[config.mk]
export PLATFORM = sky130hd
export DESIGN_NAME = hill_cipher_3x3_mod26_top
export DESIGN_NICKNAME = d
export VERILOG_FILES = /design/src/sv/hc3_pkg.sv /design/src/sv/hc3_front.sv /design/src/sv/hc3_queue.sv /design/src/sv/hc3_back.sv /design/src/sv/hill_cipher_3x3_mod26_top.sv
export VERILOG_INCLUDE_DIRS = /design/src /design/src/sv
export SDC_FILE = /design/constraint.sdc
export NUM_CORES = 1
export LEC_CHECK = 0
export BUFFER_PORTS_ARGS = -buffer_cell sky130_fd_sc_hd__buf_2
export CAP_MARGIN = 20
export CORE_MARGIN = 2
export CORE_UTILIZATION = 35
export CTS_BUF_LIST = sky130_fd_sc_hd__clkbuf_4 sky130_fd_sc_hd__clkbuf_8
export DETAILED_ROUTE_END_ITERATION = 10
export PLACE_DENSITY = 0.58
export REMOVE_ABC_BUFFERS = 1
export SETUP_SLACK_MARGIN = 0.1
export SKIP_CTS_REPAIR_TIMING = 1
export SYNTH_ARGS = -nofsm -noshare
export SYNTH_HDL_FRONTEND = slang
export SYNTH_HIERARCHICAL = 1
export SYNTH_SLANG_ARGS = --single-unit
[constraint.sdc]
create_clock -name clk_i -period 18.1 [get_ports clk_i]
set_input_delay 0.905 -clock clk_i [delete_from_list [all_inputs] [get_ports clk_i]]
set_output_delay 0.905 -clock clk_i [all_outputs]
set_load 0.05 [all_outputs]
[src/sv/assert_macros.svh]
// Assertion helpers for the RTL files; hc3_back includes them.
`ifndef ASSERT_MACROS_SVH
`define ASSERT_MACROS_SVH

// Checked on every rising clock edge outside reset.
`define HC3_ASSERT(lbl, prop, msg) \
  lbl: assert property (@(posedge clk_i) disable iff (!rst_ni) (prop)) else $error(msg);

// Checked on every rising clock edge, reset included.
`define HC3_ASSERT_ALWAYS(lbl, prop, msg) \
  lbl: assert property (@(posedge clk_i) (prop)) else $error(msg);

`endif

[src/sv/hc3_pkg.sv]
package hc3_pkg;

  localparam int unsigned Modulus = 26;
  localparam int unsigned ModW = 5;
  localparam int unsigned SumW = 12;
  localparam int unsigned KeyW = 45;
  localparam int unsigned QueueDepth = 2;
  localparam logic [KeyW-1:0] KeyReset = 45'd20962312099377;
  localparam logic [6:0] LowerBase = 7'd97;
  localparam logic [6:0] UpperBase = 7'd65;
  // Offsets that make (byte - base) non-negative while keeping it congruent mod 26.
  localparam logic [8:0] LowerOffset = 9'd7;
  localparam logic [8:0] UpperOffset = 9'd13;
  localparam logic [15:0] Recip = 16'd2521;

  typedef enum logic {
    CFG_KEY = 1'b0,
    CFG_DIR = 1'b1
  } cfg_index_e;

  typedef struct packed {
    logic [ModW-1:0] p0;
    logic [ModW-1:0] p1;
    logic [ModW-1:0] p2;
    logic            dir;
  } group_t;

  typedef struct packed {
    logic full;
    logic empty;
  } queue_status_t;

  // Remainder by 26 of a value below 4096, using a scaled reciprocal.
  function automatic logic [ModW-1:0] mod26(input logic [SumW-1:0] v);
    logic [27:0] prod;
    logic [SumW-1:0] q;
    logic [SumW-1:0] r;
    prod = 28'(v) * 28'(Recip);
    q = prod[27:16];
    r = v - SumW'(q * SumW'(Modulus));
    if (r >= SumW'(Modulus)) begin
      r = r - SumW'(Modulus);
    end
    return r[ModW-1:0];
  endfunction

endpackage

[src/sv/hc3_front.sv]
module hc3_front (
  input  logic                   clk_i,
  input  logic                   rst_ni,
  input  logic                   dir_i,
  input  logic                   in_valid_i,
  output logic                   in_stall_o,
  input  logic [7:0]             char_byte_i,
  input  hc3_pkg::queue_status_t q_status_i,
  output logic                   push_o,
  output hc3_pkg::group_t        group_o
);
  import hc3_pkg::*;

  logic [1:0] pos_q, pos_d;
  logic [ModW-1:0] held_q [2];
  logic [8:0] shifted;
  logic [ModW-1:0] idx;
  logic accept;
  logic third;

  assign shifted = {1'b0, char_byte_i} + (dir_i ? UpperOffset : LowerOffset);
  assign idx = mod26(SumW'(shifted));
  assign third = pos_q[1];
  assign in_stall_o = third && q_status_i.full;
  assign accept = in_valid_i && !in_stall_o;
  assign push_o = accept && third;

  assign group_o.p0 = held_q[0];
  assign group_o.p1 = held_q[1];
  assign group_o.p2 = idx;
  assign group_o.dir = dir_i;

  always_comb begin
    pos_d = pos_q;
    if (accept) begin
      pos_d = third ? 2'd0 : pos_q + 2'd1;
    end
  end

  always_ff @(posedge clk_i or negedge rst_ni) begin
    if (!rst_ni) begin
      pos_q <= 2'd0;
      held_q[0] <= '0;
      held_q[1] <= '0;
    end else begin
      pos_q <= pos_d;
      if (accept && !third) begin
        held_q[pos_q[0]] <= idx;
      end
    end
  end

endmodule

[src/sv/hc3_queue.sv]
module hc3_queue (
  input  logic                   clk_i,
  input  logic                   rst_ni,
  input  logic                   push_i,
  input  hc3_pkg::group_t        group_i,
  input  logic                   pop_i,
  output hc3_pkg::group_t        group_o,
  output hc3_pkg::queue_status_t status_o
);
  import hc3_pkg::*;

  localparam int unsigned PtrW = $clog2(QueueDepth);
  localparam int unsigned CntW = $clog2(QueueDepth + 1);

  group_t mem_q [QueueDepth];
  logic [PtrW-1:0] wr_ptr_q, rd_ptr_q;
  logic [CntW-1:0] count_q, count_d;
  logic do_push, do_pop;

  assign status_o.full = (count_q == CntW'(QueueDepth));
  assign status_o.empty = (count_q == '0);
  assign do_push = push_i && !status_o.full;
  assign do_pop = pop_i && !status_o.empty;
  assign group_o = mem_q[rd_ptr_q];

  always_comb begin
    count_d = count_q;
    if (do_push && !do_pop) begin
      count_d = count_q + CntW'(1);
    end else if (do_pop && !do_push) begin
      count_d = count_q - CntW'(1);
    end
  end

  always_ff @(posedge clk_i or negedge rst_ni) begin
    if (!rst_ni) begin
      wr_ptr_q <= '0;
      rd_ptr_q <= '0;
      count_q <= '0;
    end else begin
      count_q <= count_d;
      if (do_push) begin
        wr_ptr_q <= (wr_ptr_q == PtrW'(QueueDepth - 1)) ? '0 : wr_ptr_q + PtrW'(1);
      end
      if (do_pop) begin
        rd_ptr_q <= (rd_ptr_q == PtrW'(QueueDepth - 1)) ? '0 : rd_ptr_q + PtrW'(1);
      end
    end
  end

  always_ff @(posedge clk_i) begin
    if (do_push) begin
      mem_q[wr_ptr_q] <= group_i;
    end
  end

endmodule

[src/sv/hc3_back.sv]
`include "assert_macros.svh"

module hc3_back (
  input  logic                       clk_i,
  input  logic                       rst_ni,
  input  logic [hc3_pkg::KeyW-1:0]   key_i,
  input  hc3_pkg::group_t            group_i,
  input  hc3_pkg::queue_status_t     q_status_i,
  output logic                       pop_o,
  output logic                       out_valid_o,
  input  logic                       out_stall_i,
  output logic [6:0]                 out_byte_o,
  output logic                       group_last_o
);
  import hc3_pkg::*;

  logic a_valid_q, a_valid_d;
  logic [1:0] row_q, row_d;
  logic [SumW-1:0] sum_q [3];
  logic [SumW-1:0] sum_d [3];
  logic dir_q;
  logic out_valid_q, out_valid_d;
  logic [6:0] out_byte_q;
  logic last_q;
  logic out_load, emit, a_done;
  logic [SumW-1:0] sel_sum;
  logic [ModW-1:0] residue;

  assign out_load = !out_valid_q || !out_stall_i;
  assign emit = out_load && a_valid_q;
  assign a_done = emit && (row_q == 2'd2);
  assign pop_o = !q_status_i.empty && (!a_valid_q || a_done);

  always_comb begin
    for (int r = 0; r < 3; r++) begin
      sum_d[r] = SumW'(key_i[ModW*(3*r) +: ModW]) * SumW'(group_i.p0)
               + SumW'(key_i[ModW*(3*r+1) +: ModW]) * SumW'(group_i.p1)
               + SumW'(key_i[ModW*(3*r+2) +: ModW]) * SumW'(group_i.p2);
    end
  end

  always_comb begin
    unique case (row_q)
      2'd0: sel_sum = sum_q[0];
      2'd1: sel_sum = sum_q[1];
      default: sel_sum = sum_q[2];
    endcase
  end

  assign residue = mod26(sel_sum);

  always_comb begin
    a_valid_d = a_valid_q;
    row_d = row_q;
    if (pop_o) begin
      a_valid_d = 1'b1;
      row_d = 2'd0;
    end else if (a_done) begin
      a_valid_d = 1'b0;
      row_d = 2'd0;
    end else if (emit) begin
      row_d = row_q + 2'd1;
    end
    out_valid_d = out_load ? a_valid_q : out_valid_q;
  end

  always_ff @(posedge clk_i or negedge rst_ni) begin
    if (!rst_ni) begin
      a_valid_q <= 1'b0;
      row_q <= 2'd0;
      out_valid_q <= 1'b0;
    end else begin
      a_valid_q <= a_valid_d;
      row_q <= row_d;
      out_valid_q <= out_valid_d;
    end
  end

  always_ff @(posedge clk_i) begin
    if (pop_o) begin
      sum_q <= sum_d;
      dir_q <= group_i.dir;
    end
    if (emit) begin
      out_byte_q <= (dir_q ? LowerBase : UpperBase) + 7'(residue);
      last_q <= (row_q == 2'd2);
    end
  end

  assign out_valid_o = out_valid_q;
  assign out_byte_o = out_byte_q;
  assign group_last_o = last_q;

  `HC3_ASSERT(row_in_range_a, row_q != 2'd3, "row counter out of range")
  `HC3_ASSERT(idle_row_zero_a, !a_valid_q |-> row_q == 2'd0, "row counter moved while idle")
  `HC3_ASSERT(no_pop_mid_group_a, (a_valid_q && !a_done) |-> !pop_o,
              "group taken while another is still being emitted")

endmodule

[src/sv/hill_cipher_3x3_mod26_top.sv]
// Hill cipher, 3x3 key mod 26: one letter accepted per cycle, one letter delivered per cycle
// while out_stall_i is low. Three results follow each third letter; its group passes through
// the two-group queue, the sum registers and the output register before the first one shows.
// Input stalls only on a third letter while the group queue is full.
// Asynchronous active-low reset empties the queue and pipeline, clears the held letters
// and loads the default key and encrypt direction.
module hill_cipher_3x3_mod26_top (
  input  logic                     clk_i,
  input  logic                     rst_ni,
  input  logic                     in_valid_i,
  output logic                     in_stall_o,
  input  logic [7:0]               char_byte_i,
  output logic                     out_valid_o,
  input  logic                     out_stall_i,
  output logic [6:0]               out_byte_o,
  output logic                     group_last_o,
  input  logic                     cfg_valid_i,
  output logic                     cfg_ready_o,
  input  hc3_pkg::cfg_index_e      cfg_index_i,
  input  logic [hc3_pkg::KeyW-1:0] cfg_data_i
);
  import hc3_pkg::*;

  logic [KeyW-1:0] key_q;
  logic dir_q;
  logic push, pop;
  group_t front_group, queue_group;
  queue_status_t q_status;

  assign cfg_ready_o = 1'b1;

  always_ff @(posedge clk_i or negedge rst_ni) begin
    if (!rst_ni) begin
      key_q <= KeyReset;
      dir_q <= 1'b0;
    end else if (cfg_valid_i && cfg_ready_o) begin
      unique case (cfg_index_i)
        CFG_KEY: key_q <= cfg_data_i;
        CFG_DIR: dir_q <= cfg_data_i[0];
        default: ;
      endcase
    end
  end

  hc3_front u_front (
    .clk_i       (clk_i),
    .rst_ni      (rst_ni),
    .dir_i       (dir_q),
    .in_valid_i  (in_valid_i),
    .in_stall_o  (in_stall_o),
    .char_byte_i (char_byte_i),
    .q_status_i  (q_status),
    .push_o      (push),
    .group_o     (front_group)
  );

  hc3_queue u_queue (
    .clk_i    (clk_i),
    .rst_ni   (rst_ni),
    .push_i   (push),
    .group_i  (front_group),
    .pop_i    (pop),
    .group_o  (queue_group),
    .status_o (q_status)
  );

  hc3_back u_back (
    .clk_i        (clk_i),
    .rst_ni       (rst_ni),
    .key_i        (key_q),
    .group_i      (queue_group),
    .q_status_i   (q_status),
    .pop_o        (pop),
    .out_valid_o  (out_valid_o),
    .out_stall_i  (out_stall_i),
    .out_byte_o   (out_byte_o),
    .group_last_o (group_last_o)
  );

endmodule
## Word level (Yosys, flattened, before mapping)

Memory sizes are Yosys's and may differ from the RTL's.
Index checks and enable logic that the tools add are counted.

- Add/sub/neg operators: 18
- Multipliers: 13
- Magnitude comparators: 4
- Equality and inequality tests: 3
- Multiplexer cells: 20
- Bitwise operators: 2
- Reduce and logical (&&, ||, !) cells: 30

Operator list:

| cell | count |
|---|---|
| $mul 5x5->10 | 9 |
| $add 12x10->12 | 3 |
| $add 10x10->11 | 3 |
| $ge 12x5->1 const B | 2 |
| $mul 12x12->24 const B | 1 |
| $pmux 12 s2 | 1 |
| $mul 9x12->21 const B | 1 |
| $mux 5 | 3 |
| $logic_and 1x1->1 | 12 |
| $mux 2 | 6 |
| $sub 12x12->12 | 1 |
| $mul 8x4->11 const B | 1 |
| $sub 9x10->11 | 1 |
| $bwmux 10 | 1 |
| $sub 5x5->5 const B | 2 |
| $add 8x9->9 | 1 |
| $logic_not 1->1 | 9 |
| $mul 5x4->9 const B | 1 |
| $add 7x5->7 | 1 |
| $add 2x1->2 const B | 3 |
| $mux 1 | 6 |
| $mux 6 | 1 |
| $demux 5 s1 | 1 |
| $eq 2x2->1 const B | 2 |
| 13 further kinds | 18 |

- Register bits: 111
- Bits in writable memories: 32
- Bits of input ports: 59
- Output and inout port bits: 11
- Word-level logic and storage cells: 108
- Memories kept: 1

Memory list:

| name | depth | width | rd ports | clocked after Yosys merged registers in | wr ports | line | RTL |
|---|---|---|---|---|---|---|---|
| u_queue.mem_q | 2 | 16 | 1 | 0 | 1 | hc3_queue.sv:15 | `group_t mem_q [QueueDepth];` |

## Longest topological paths before layout

Gate-level depths: netlist of run 1.

- Word-level depth: 10
- Gate-level depth with buffers: 47
- Mapped depth without buffers: 45

## Modules after synthesis

Netlist of run 1, hierarchy kept.

Modules (own cells, without submodules):

| module | times used | cells each | area an instance (um2) | seq. area each (um2) |
|---|---|---|---|---|
| hc3_back | 1 | 1406 | 13474.2 | 1451.4 |
| hc3_front | 1 | 332 | 3049.2 | 300.3 |
| hill_cipher_3x3_mod26_top | 1 | 101 | 1971.9 | 1174.9 |
| hc3_queue | 1 | 69 | 1402.6 | 1061.0 |

## Worst setup path after synthesis of run 1

Ideal clock, no wire load.

- Kind: register to register
- Start: reg u_back.row_q[0]
- End: reg u_back.out_byte_q[4], in the netlist u_back/out_byte_o[4], data pin
- Library setup time: 0.257 ns
- Arrival time: 10.192 ns
- Required time: 17.843 ns
- Path slack: 7.651 ns
- Stages on the path, launching flop included: 44
- Path buffers: 2
- Clock period less this slack: 10.449 ns
- Cell sequence: dfrtp_1 -> buf_6 -> clkbuf_1 -> mux2i_1 -> o21ai_0 -> inv_1 -> fa_1 -> fa_1 -> fa_1 -> inv_1 -> fa_1 -> inv_1 -> fa_1 -> inv_1 -> ha_1 -> nand2_1 -> nor3_1 -> a311oi_2 -> [8 not listed] -> inv_1 -> ha_1 -> nand2_1 -> o21ai_0 -> nand2b_1 -> ha_1 -> a211oi_1 -> a22oi_1 -> and2_1 -> o21ai_0 -> or3_1 -> o211ai_1 -> a311oi_4 -> nand4_4 -> xnor2_1 -> ha_1 -> o21a_1 -> xor2_1

- Word-level cells in the longest chain between the ends: 8
- Elaborated cells between the ends (all ways): 10
- Classes of those cells: 3 x add/sub; 2 x mul; 1 x order compare; 1 x eq/ne; 2 x mux; 1 x reduce/logical

Ends and longest elaborated chain:

| item | line | RTL |
|---|---|---|
| from (decl) | hc3_back.sv:18 | `logic [1:0] row_q, row_d;` |
| from (signal assigned) | hc3_back.sv:74 | `row_q <= row_d;` |
| $eq 2x1->1 / $logic_not 2->1 (equally long branches) | hc3_back.sv:43 | `unique case (row_q)` |
| $pmux 12 s2 (*) | hc3_back.sv:43 |  |
| $mul 12x12->24 | hc3_pkg.sv:38 | `prod = 28'(v) * 28'(Recip);` |
| $mul 8x4->11 | hc3_pkg.sv:40 | `r = v - SumW'(q * SumW'(Modulus));` |
| $sub 12x12->12 (*) | hc3_pkg.sv:40 |  |
| $ge 12x5->1 / $sub 5x5->5 (equally long branches) | hc3_pkg.sv:41, hc3_pkg.sv:42 |  |
| $mux 5 (*) | hc3_pkg.sv:41 | `if (r >= SumW'(Modulus)) begin` |
| $add 7x5->7 (*) | hc3_back.sv:85 | `out_byte_q <= (dir_q ? LowerBase : UpperBase) + 7'(residue);` |
| to (signal assigned) | hc3_back.sv:85 |  |
| to (decl) | hc3_back.sv:23 | `logic [6:0] out_byte_q;` |

Mark *: on every way between the ends. The rest lies on a longest branch, timed or not.
A chain may end at the register's enable or synchronous reset.

## Worst setup path in the final report of run 1

Ends and elaborated chain as after synthesis.

==> summary.md, run 1 <==
| Metric | Value |
|---|---|
| Outcome | `completed` |
| Routed wire per std cell | `15.45 um` |
| CP startpoint kind | `flop` |
| Die X | `242.4 um` |
| CP Class | `reg -> reg` |
| Slew at the pin closest to its max-slew limit | `0.9537 ns` |
| Register area share after synthesis | `20.04%` |
| Avg Cell Area, Syn | `10.43 um2` |
| DRT Wirelength | `42340 um` |
| Reg2reg end | `u_back/out_byte_o[4]$_DFFE_PP_` |
| Tot GR Track Use | `15.18%` |
| R2R setup slack | `6.56 ns` |
| Worst Path Buf+Inv | `5` |
| Max stage delay cell, worst path | `dfrtp_1` |
| Area grow syn2layout | `7.722%` |
| Arrival time of the worst setup path | `11.82 ns` |
| RSZ-0062 raised after global routing | `no` |
| Largest delay contributor family on the critical path | `adder cells` |
| RePlAce Congestion | `0.8340` |
| # IOs | `70` |
| CTS tree | `built` |
| Die area | `0.05877 mm2` |
| CTS buffer count | `17` |
| First-pass GRT wire length | `71210 um` |
| Hold crit path type | `reg -> reg` |
| DRT Pass-1 Iters | `4` |
| Required time of the critical path | `18.38 ns` |
| Grt total ovfl | `0` |
| CP max FO | `15` |
| Reg-to-Reg Start | `u_back/row_q[0]$_DFFE_PN0P_` |
| Yosys cell types | `86` |
| Die height | `242.4 um` |
| Synth Warn # | `6` |
| CORE AREA | `0.05628 mm2` |
| Largest net degree at the start of global routing | `67` |
| I/O Buffers | `68` |
| Number of synthesized register bits | `143` |
| Worst path max stage delay | `0.78 ns` |
| Slew Viols, Final | `0` |
| Dpl hpwl | `34780 um` |
| DRC errors left | `0` |
| R2R cell count | `42` |
| Final setup fails | `0` |
| Share of cells above drive strength 1 | `11.90%` |
| Min-delay src | `u_front/group_o[13]$_DFFE_PN0P_` |
| Hold Path Sink | `u_queue/mem_q[0][13]$_DFFE_PP_` |
| Sink Count | `143` |
| Fin crit share | `63.75%` |
| Cell count after synthesis | `1908` |
| CTS clk-pin slew, worst paths | `0.09 ns` |
| Syn Std Cell Area | `0.01990 mm2` |
| Final ANT Viol Nets | `0` |
| Worst clock skew | `0.01946 ns` |
| Initial antenna violation count | `0` |
| H-tree Lvls | `4` |
| Number of flops mapped to enable cells by yosys | `77` |
| Row cnt | `87` |
| Fmax | `86.66 MHz` |
| Rel. slew slack | `36.42%` |
| Vias in the first global route | `13960` |
| Starting Density | `35.36%` |
| Post-synthesis async set-or-reset flop share | `46.15%` |
| CTS max path bufs | `2` |
| Most used cell, CP | `ha_1` |
| Setup tns final | `0 ns` |
| Nets | `2578` |
| Final hold viol count | `0` |
| Crit end category | `flop` |
| Launch point of the worst path | `u_back/row_q[0]$_DFFE_PN0P_` |
| CTS Root Cell | `clkbuf_8` |
| Minimum clock period | `11.54 ns` |
| DR iter-0 viols | `552` |
| Avg Vias per Cell | `4.747` |
| Later-pin clock latency in the skew report | `0.53 ns` |
| Synth Flop Type | `edfxtp_1` |
| Vias | `13010` |
| WHS Path Cells | `0` |
| Maxcap violations | `0` |
worst register-to-register path, delay by kind of cell, from the launching register on:
family	cells	cell delay (ns)
AND/OR/NAND/NOR	7	1.39
adder cells (fa/ha/maj)	11	4.02
XOR/XNOR	4	0.76
buffers and inverters	5	0.58
AO/OA/AOI/OAI	14	3.36
multiplexers	1	0.44
flip-flops	1	0.78
layer usage:
layer / routed length (um) / global-route usage (%) / up-vias
li1: - / - / 6323
met1: 18490 / 18.61 / 6489
met2: 21860 / 27.29 / 150
met3: 1034 / 2.149 / 45
met4: 964 / 4.938 / 0
met5: 0 / 0 / -
state kept, by name, indices dropped and copies added (netlist names), 2 cells and up:
name / count
key_q: 45
u_back/sum_q: 36
u_queue/mem_q: 32
u_front/group_o: 10
u_back/out_byte_o: 7
u_back/row_q: 2
u_front/pos_q: 2
u_queue/count_q: 2
stage by stage:
step	cells	cell area, um2	utilization (%)	hold slack, ns	setup WS (ns)
after floorplan	1873	19640	-	0.4419	7.794
after global placement	2707	21010	37.34	0.4493	7.046
after detailed placement	2707	21010	37.34	0.4580	6.651
after CTS	2739	21430	38.08	0.4807	6.619
after global routing	2739	21430	38.08	0.4968	5.955
final	2740	21430	38.09	0.4816	6.561
synthesized netlist by cell type, types with 5 or more instances:
cell type	instances	share of area, %
a211oi_1	8	0.30
a21o_1	27	1.0
a21oi_1	60	1.5
and2_1	149	4.7
buf_12	6	0.60
clkbuf_1	22	0.42
dfrtp_1	47	5.9
dfstp_2	19	2.5
edfxtp_1	77	12
fa_1	225	23
ha_1	324	20
inv_1	379	7.1
mux2_2	16	0.91
mux2_4	51	3.8
mux2i_1	15	0.75
nand2_1	134	2.5
nand2b_1	15	0.47
nand3_1	10	0.25
nand4_1	6	0.19
nor2_1	41	0.77
nor2b_1	7	0.22
nor3_1	9	0.23
o21a_1	8	0.30
o21ai_0	44	1.1
o21bai_1	18	0.68
or2_2	5	0.16
or3_1	5	0.16
xnor2_1	58	2.6
xor2_1	34	1.5
layout make-up:
cell class | count | area, um2
flip-flops and latches | 143 | 3988
multi-input cells | 1350 | 14230
diodes | 1 | 2.502
repair buffers | 78 | 417.9
clock buffers | 18 | 247.7
inverters | 380 | 1426
well taps | 756 | 945.9
clock inverters | 14 | 171.4
fillers | 5639 | 34840
cell usage in the layout (no fill, tap or decap), types with 6 or more instances in the layout:
cell / instances
a211oi_1: 8
a21o_1: 27
a21oi_1: 59
and2_1: 149
buf_2: 67
buf_4: 11
clkbuf_8: 18
dfrtp_1: 47
dfstp_2: 19
edfxtp_1: 77
fa_1: 225
ha_1: 324
inv_1: 379
mux2_2: 16
mux2_4: 51
mux2i_1: 15
nand2_1: 134
nand2b_1: 15
nand3_1: 10
nand4_1: 6
nor2_1: 41
nor2b_1: 7
nor3_1: 9
o21a_1: 8
o21ai_0: 44
o21bai_1: 18
xnor2_1: 58
xor2_1: 34
kinds of logic after synthesis:
| family | count (synthesis) | synth area share, % |
|---|---|---|
| simple gates | 403 | 10.67 |
| xor+xnor | 95 | 4.295 |
| buf+inv | 415 | 8.476 |
| fa+ha+maj | 550 | 43.06 |
| flops | 143 | 20.04 |
| mux | 83 | 5.565 |
| compound gates | 218 | 7.873 |
| other cells | 1 | 0.01885 |
worst max path at each step:
stage	cells after the start	to
3_5_place_dp	42	u_back/out_byte_o[4]$_DFFE_PP_
6_report	42	u_back/out_byte_o[4]$_DFFE_PP_
5_1_grt	42	u_back/out_byte_o[4]$_DFFE_PP_
2_1_floorplan	42	u_back/out_byte_o[4]$_DFFE_PP_
4_1_cts	42	u_back/out_byte_o[4]$_DFFE_PP_
3_3_place_gp	42	u_back/out_byte_o[4]$_DFFE_PP_
Power of run 1 is left out: the tool's default activity adds up to more than one toggle a clock period on the data nets, which glitch-free logic cannot reach.
==> run 2, diff against run 1 <==
Settings changed: PLACE_DENSITY 0.58 to 0.6.
Clock period 18.1 ns to 10.4 ns, I/O delays scaled along.
==> run 2 against run 1 <==
Compared with the run above: clock-buffer cell count down 1; routed wire length is 3.1% higher; utilization increased by 0.83 points; critical endpoint unchanged; cell area grew 2.2%; register-to-register slack worse by 6.1 ns; clock skew down 0.0014 ns.
==> summary.md, run 2 (synthesis gave the netlist of run 1 again) <==
| Metric | Value |
|---|---|
| Outcome | `completed (unchanged)` |
| CTS max path bufs | `2 (unchanged)` |
| Area grow syn2layout | `10.06% (was 7.722%)` |
| Slew Viols, Final | `0 (unchanged)` |
| Final WS setup | `0.4809 ns (was 6.561 ns)` |
| Commonest non-fill, non-tap cell in the layout | `inv_1 (unchanged)` |
| Maxcap violations | `0 (unchanged)` |
| Required time of the critical path | `10.67 ns (was 18.38 ns)` |
| Final hold slack | `0.1538 ns (was 0.4816 ns)` |
| Dpl hpwl | `35810 um (was 34780 um)` |
| Die area | `0.05877 mm2 (unchanged)` |
| First-pass GRT wire length | `71700 um (was 71210 um)` |
| Non-Filler Instances | `2779 (was 2740)` |
| Arrival time of the worst setup path | `10.19 ns (was 11.82 ns)` |
| Avg Vias per Cell | `4.748 (was 4.747)` |
| Max stage delay cell, worst path | `dfrtp_2 (was dfrtp_1)` |
| Share of cells above drive strength 1 | `14.79% (was 11.90%)` |
| Slew at the pin closest to its max-slew limit | `0.9708 ns (was 0.9537 ns)` |
| Rel. slew slack | `35.28% (was 36.42%)` |
| Largest registers | `key_q (45), u_back/sum_q (36), u_queue/mem_q (32) (unchanged)` |
| Sink Count | `143 (unchanged)` |
| Worst path max stage delay | `0.49 ns (was 0.78 ns)` |
| Setup tns final | `0 ns (unchanged)` |
| Die X | `242.4 um (unchanged)` |
| Die height | `242.4 um (unchanged)` |
| Final setup fails | `0 (unchanged)` |
| RSZ-0062 raised after global routing | `no (unchanged)` |
| CORE AREA | `0.05628 mm2 (unchanged)` |
| Fmax | `100.8 MHz (was 86.66 MHz)` |
| Fill cells | `5523 (was 5639)` |
| I/O Buffers | `68 (unchanged)` |
| Inst Count DP | `2727 (was 2707)` |
| H-tree Lvls | `4 (unchanged)` |
| Most frequent cells in the layout | `inv_1 (378), ha_1 (321), fa_1 (225) (was inv_1 (379), ha_1 (324), fa_1 (225))` |
| Worst slack, placed | `-0.03577 ns (was 6.651 ns)` |
| Vias | `13200 (was 13010)` |
| Worst clock skew | `0.01809 ns (was 0.01946 ns)` |
| CTS buffer count | `17 (unchanged)` |
| RePlAce Congestion | `0.8558 (was 0.8340)` |
| Reg-to-Reg Start | `u_back/row_q[0]$_DFFE_PN0P_ (unchanged)` |
| Final hold viol count | `0 (unchanged)` |
| Minimum clock period | `9.919 ns (was 11.54 ns)` |
| Hold crit path type | `in -> async (was reg -> reg)` |
| DR iter-0 viols | `507 (was 552)` |
| CTS tree | `built (unchanged)` |
| Nets | `2617 (was 2578)` |
| Vias in the first global route | `14170 (was 13960)` |
| Later-pin clock latency in the skew report | `0.51 ns (was 0.53 ns)` |
| Initial antenna violation count | `1 (was 0)` |
| Tot GR Track Use | `15.23% (was 15.18%)` |
| Routed wire per std cell | `15.71 um (was 15.45 um)` |
| # IOs | `70 (unchanged)` |
| CTS Root Cell | `clkbuf_8 (unchanged)` |
| DRC errors left | `0 (unchanged)` |
| CTS clk-pin slew, worst paths | `0.09 ns (about the same)` |
| DRT Wirelength | `43660 um (was 42340 um)` |
| CP max FO | `6 (was 15)` |
| Row cnt | `87 (unchanged)` |
| Max FFs per register | `45 (unchanged)` |
| Starting Density | `35.36% (unchanged)` |
| Grt total ovfl | `0 (unchanged)` |
| R2R cell count | `42 (unchanged)` |
| Reg2reg end | `u_back/out_byte_o[4]$_DFFE_PP_ (unchanged)` |
| Largest net degree at the start of global routing | `67 (unchanged)` |
| Most flops, register | `key_q (unchanged)` |
| Final ANT Viol Nets | `0 (unchanged)` |
| Fin crit share | `95.38% (was 63.75%)` |
| CP Class | `reg -> reg (unchanged)` |
| R2R setup slack | `0.48 ns (was 6.56 ns)` |
| DRT Pass-1 Iters | `5 (was 4)` |
| CP startpoint kind | `flop (unchanged)` |
| Crit end category | `flop (unchanged)` |
## run 2: cell count changes in the layout (fill, tap and decap cells not counted), sizes merged
cell      previous run  this run
buf                 78       116
clkinvlp             0         2
bufinv               2         1
## run 2: layer usage
metal / part of all wire, % / vias up / GRT usage (%)
met1: 43 / 6590 / 18.41
met2: 52 / 158 / 27.93
met3: 2.1 / 46 / 1.518
li1: - / 6401 / -
met4: 2.3 / 0 / 5.501
met5: 0 / - / 0
## run 2: worst max-delay path, delay by kind of cell (launching register included)
family                   cells  cell delay (ns)
adder cells (fa/ha/maj)     11             3.84
buffers and inverters        8             0.79
XOR/XNOR                     4             0.74
AO/OA/AOI/OAI                9             1.86
AND/OR/NAND/NOR              7             1.22
flip-flops                   1             0.49
multiplexers                 3             0.72
## run 2: worst max path at each step
stage / slack, ns / start / cells past startpoint / endpoint
after floorplan: 0.09 / u_back/row_q[0]$_DFFE_PN0P_ / 42 / u_back/out_byte_o[4]$_DFFE_PP_
after global placement: 0.26 / u_back/row_q[0]$_DFFE_PN0P_ / 43 / u_back/out_byte_o[4]$_DFFE_PP_
after detailed placement: -0.04 / u_back/row_q[0]$_DFFE_PN0P_ / 40 / u_back/out_byte_o[6]$_DFFE_PP_
after CTS: -0.05 / u_back/row_q[0]$_DFFE_PN0P_ / 40 / u_back/out_byte_o[6]$_DFFE_PP_
after global routing: 0.007 / u_back/row_q[0]$_DFFE_PN0P_ / 44 / u_back/out_byte_o[4]$_DFFE_PP_
final: 0.48 / u_back/row_q[0]$_DFFE_PN0P_ / 42 / u_back/out_byte_o[4]$_DFFE_PP_
## run 2: area by class of cell
| cell class | instances | area (um2) | area share [%] |
|---|---|---|---|
| multi-input combinational | 1350 | 14390 | 65.71 |
| sequential | 143 | 3990 | 18.22 |
| inverter | 380 | 1426 | 6.513 |
| tap | 756 | 945.9 | 4.319 |
| timing repair buffer | 117 | 760.7 | 3.474 |
| clock buffer | 17 | 234.0 | 1.068 |
| clock inverter | 15 | 150.1 | 0.6856 |
| antenna | 1 | 2.502 | 0.01143 |
## run 2: metrics by stage
| step | util, % | area (um2) |
|---|---|---|
| floorplan | - | 19640 |
| global placement | 37.63 | 21180 |
| detailed placement | 37.63 | 21180 |
| CTS | 38.31 | 21560 |
| global route | 38.91 | 21900 |
| finish | 38.91 | 21900 |
Power of run 2 is left out for the same reason.
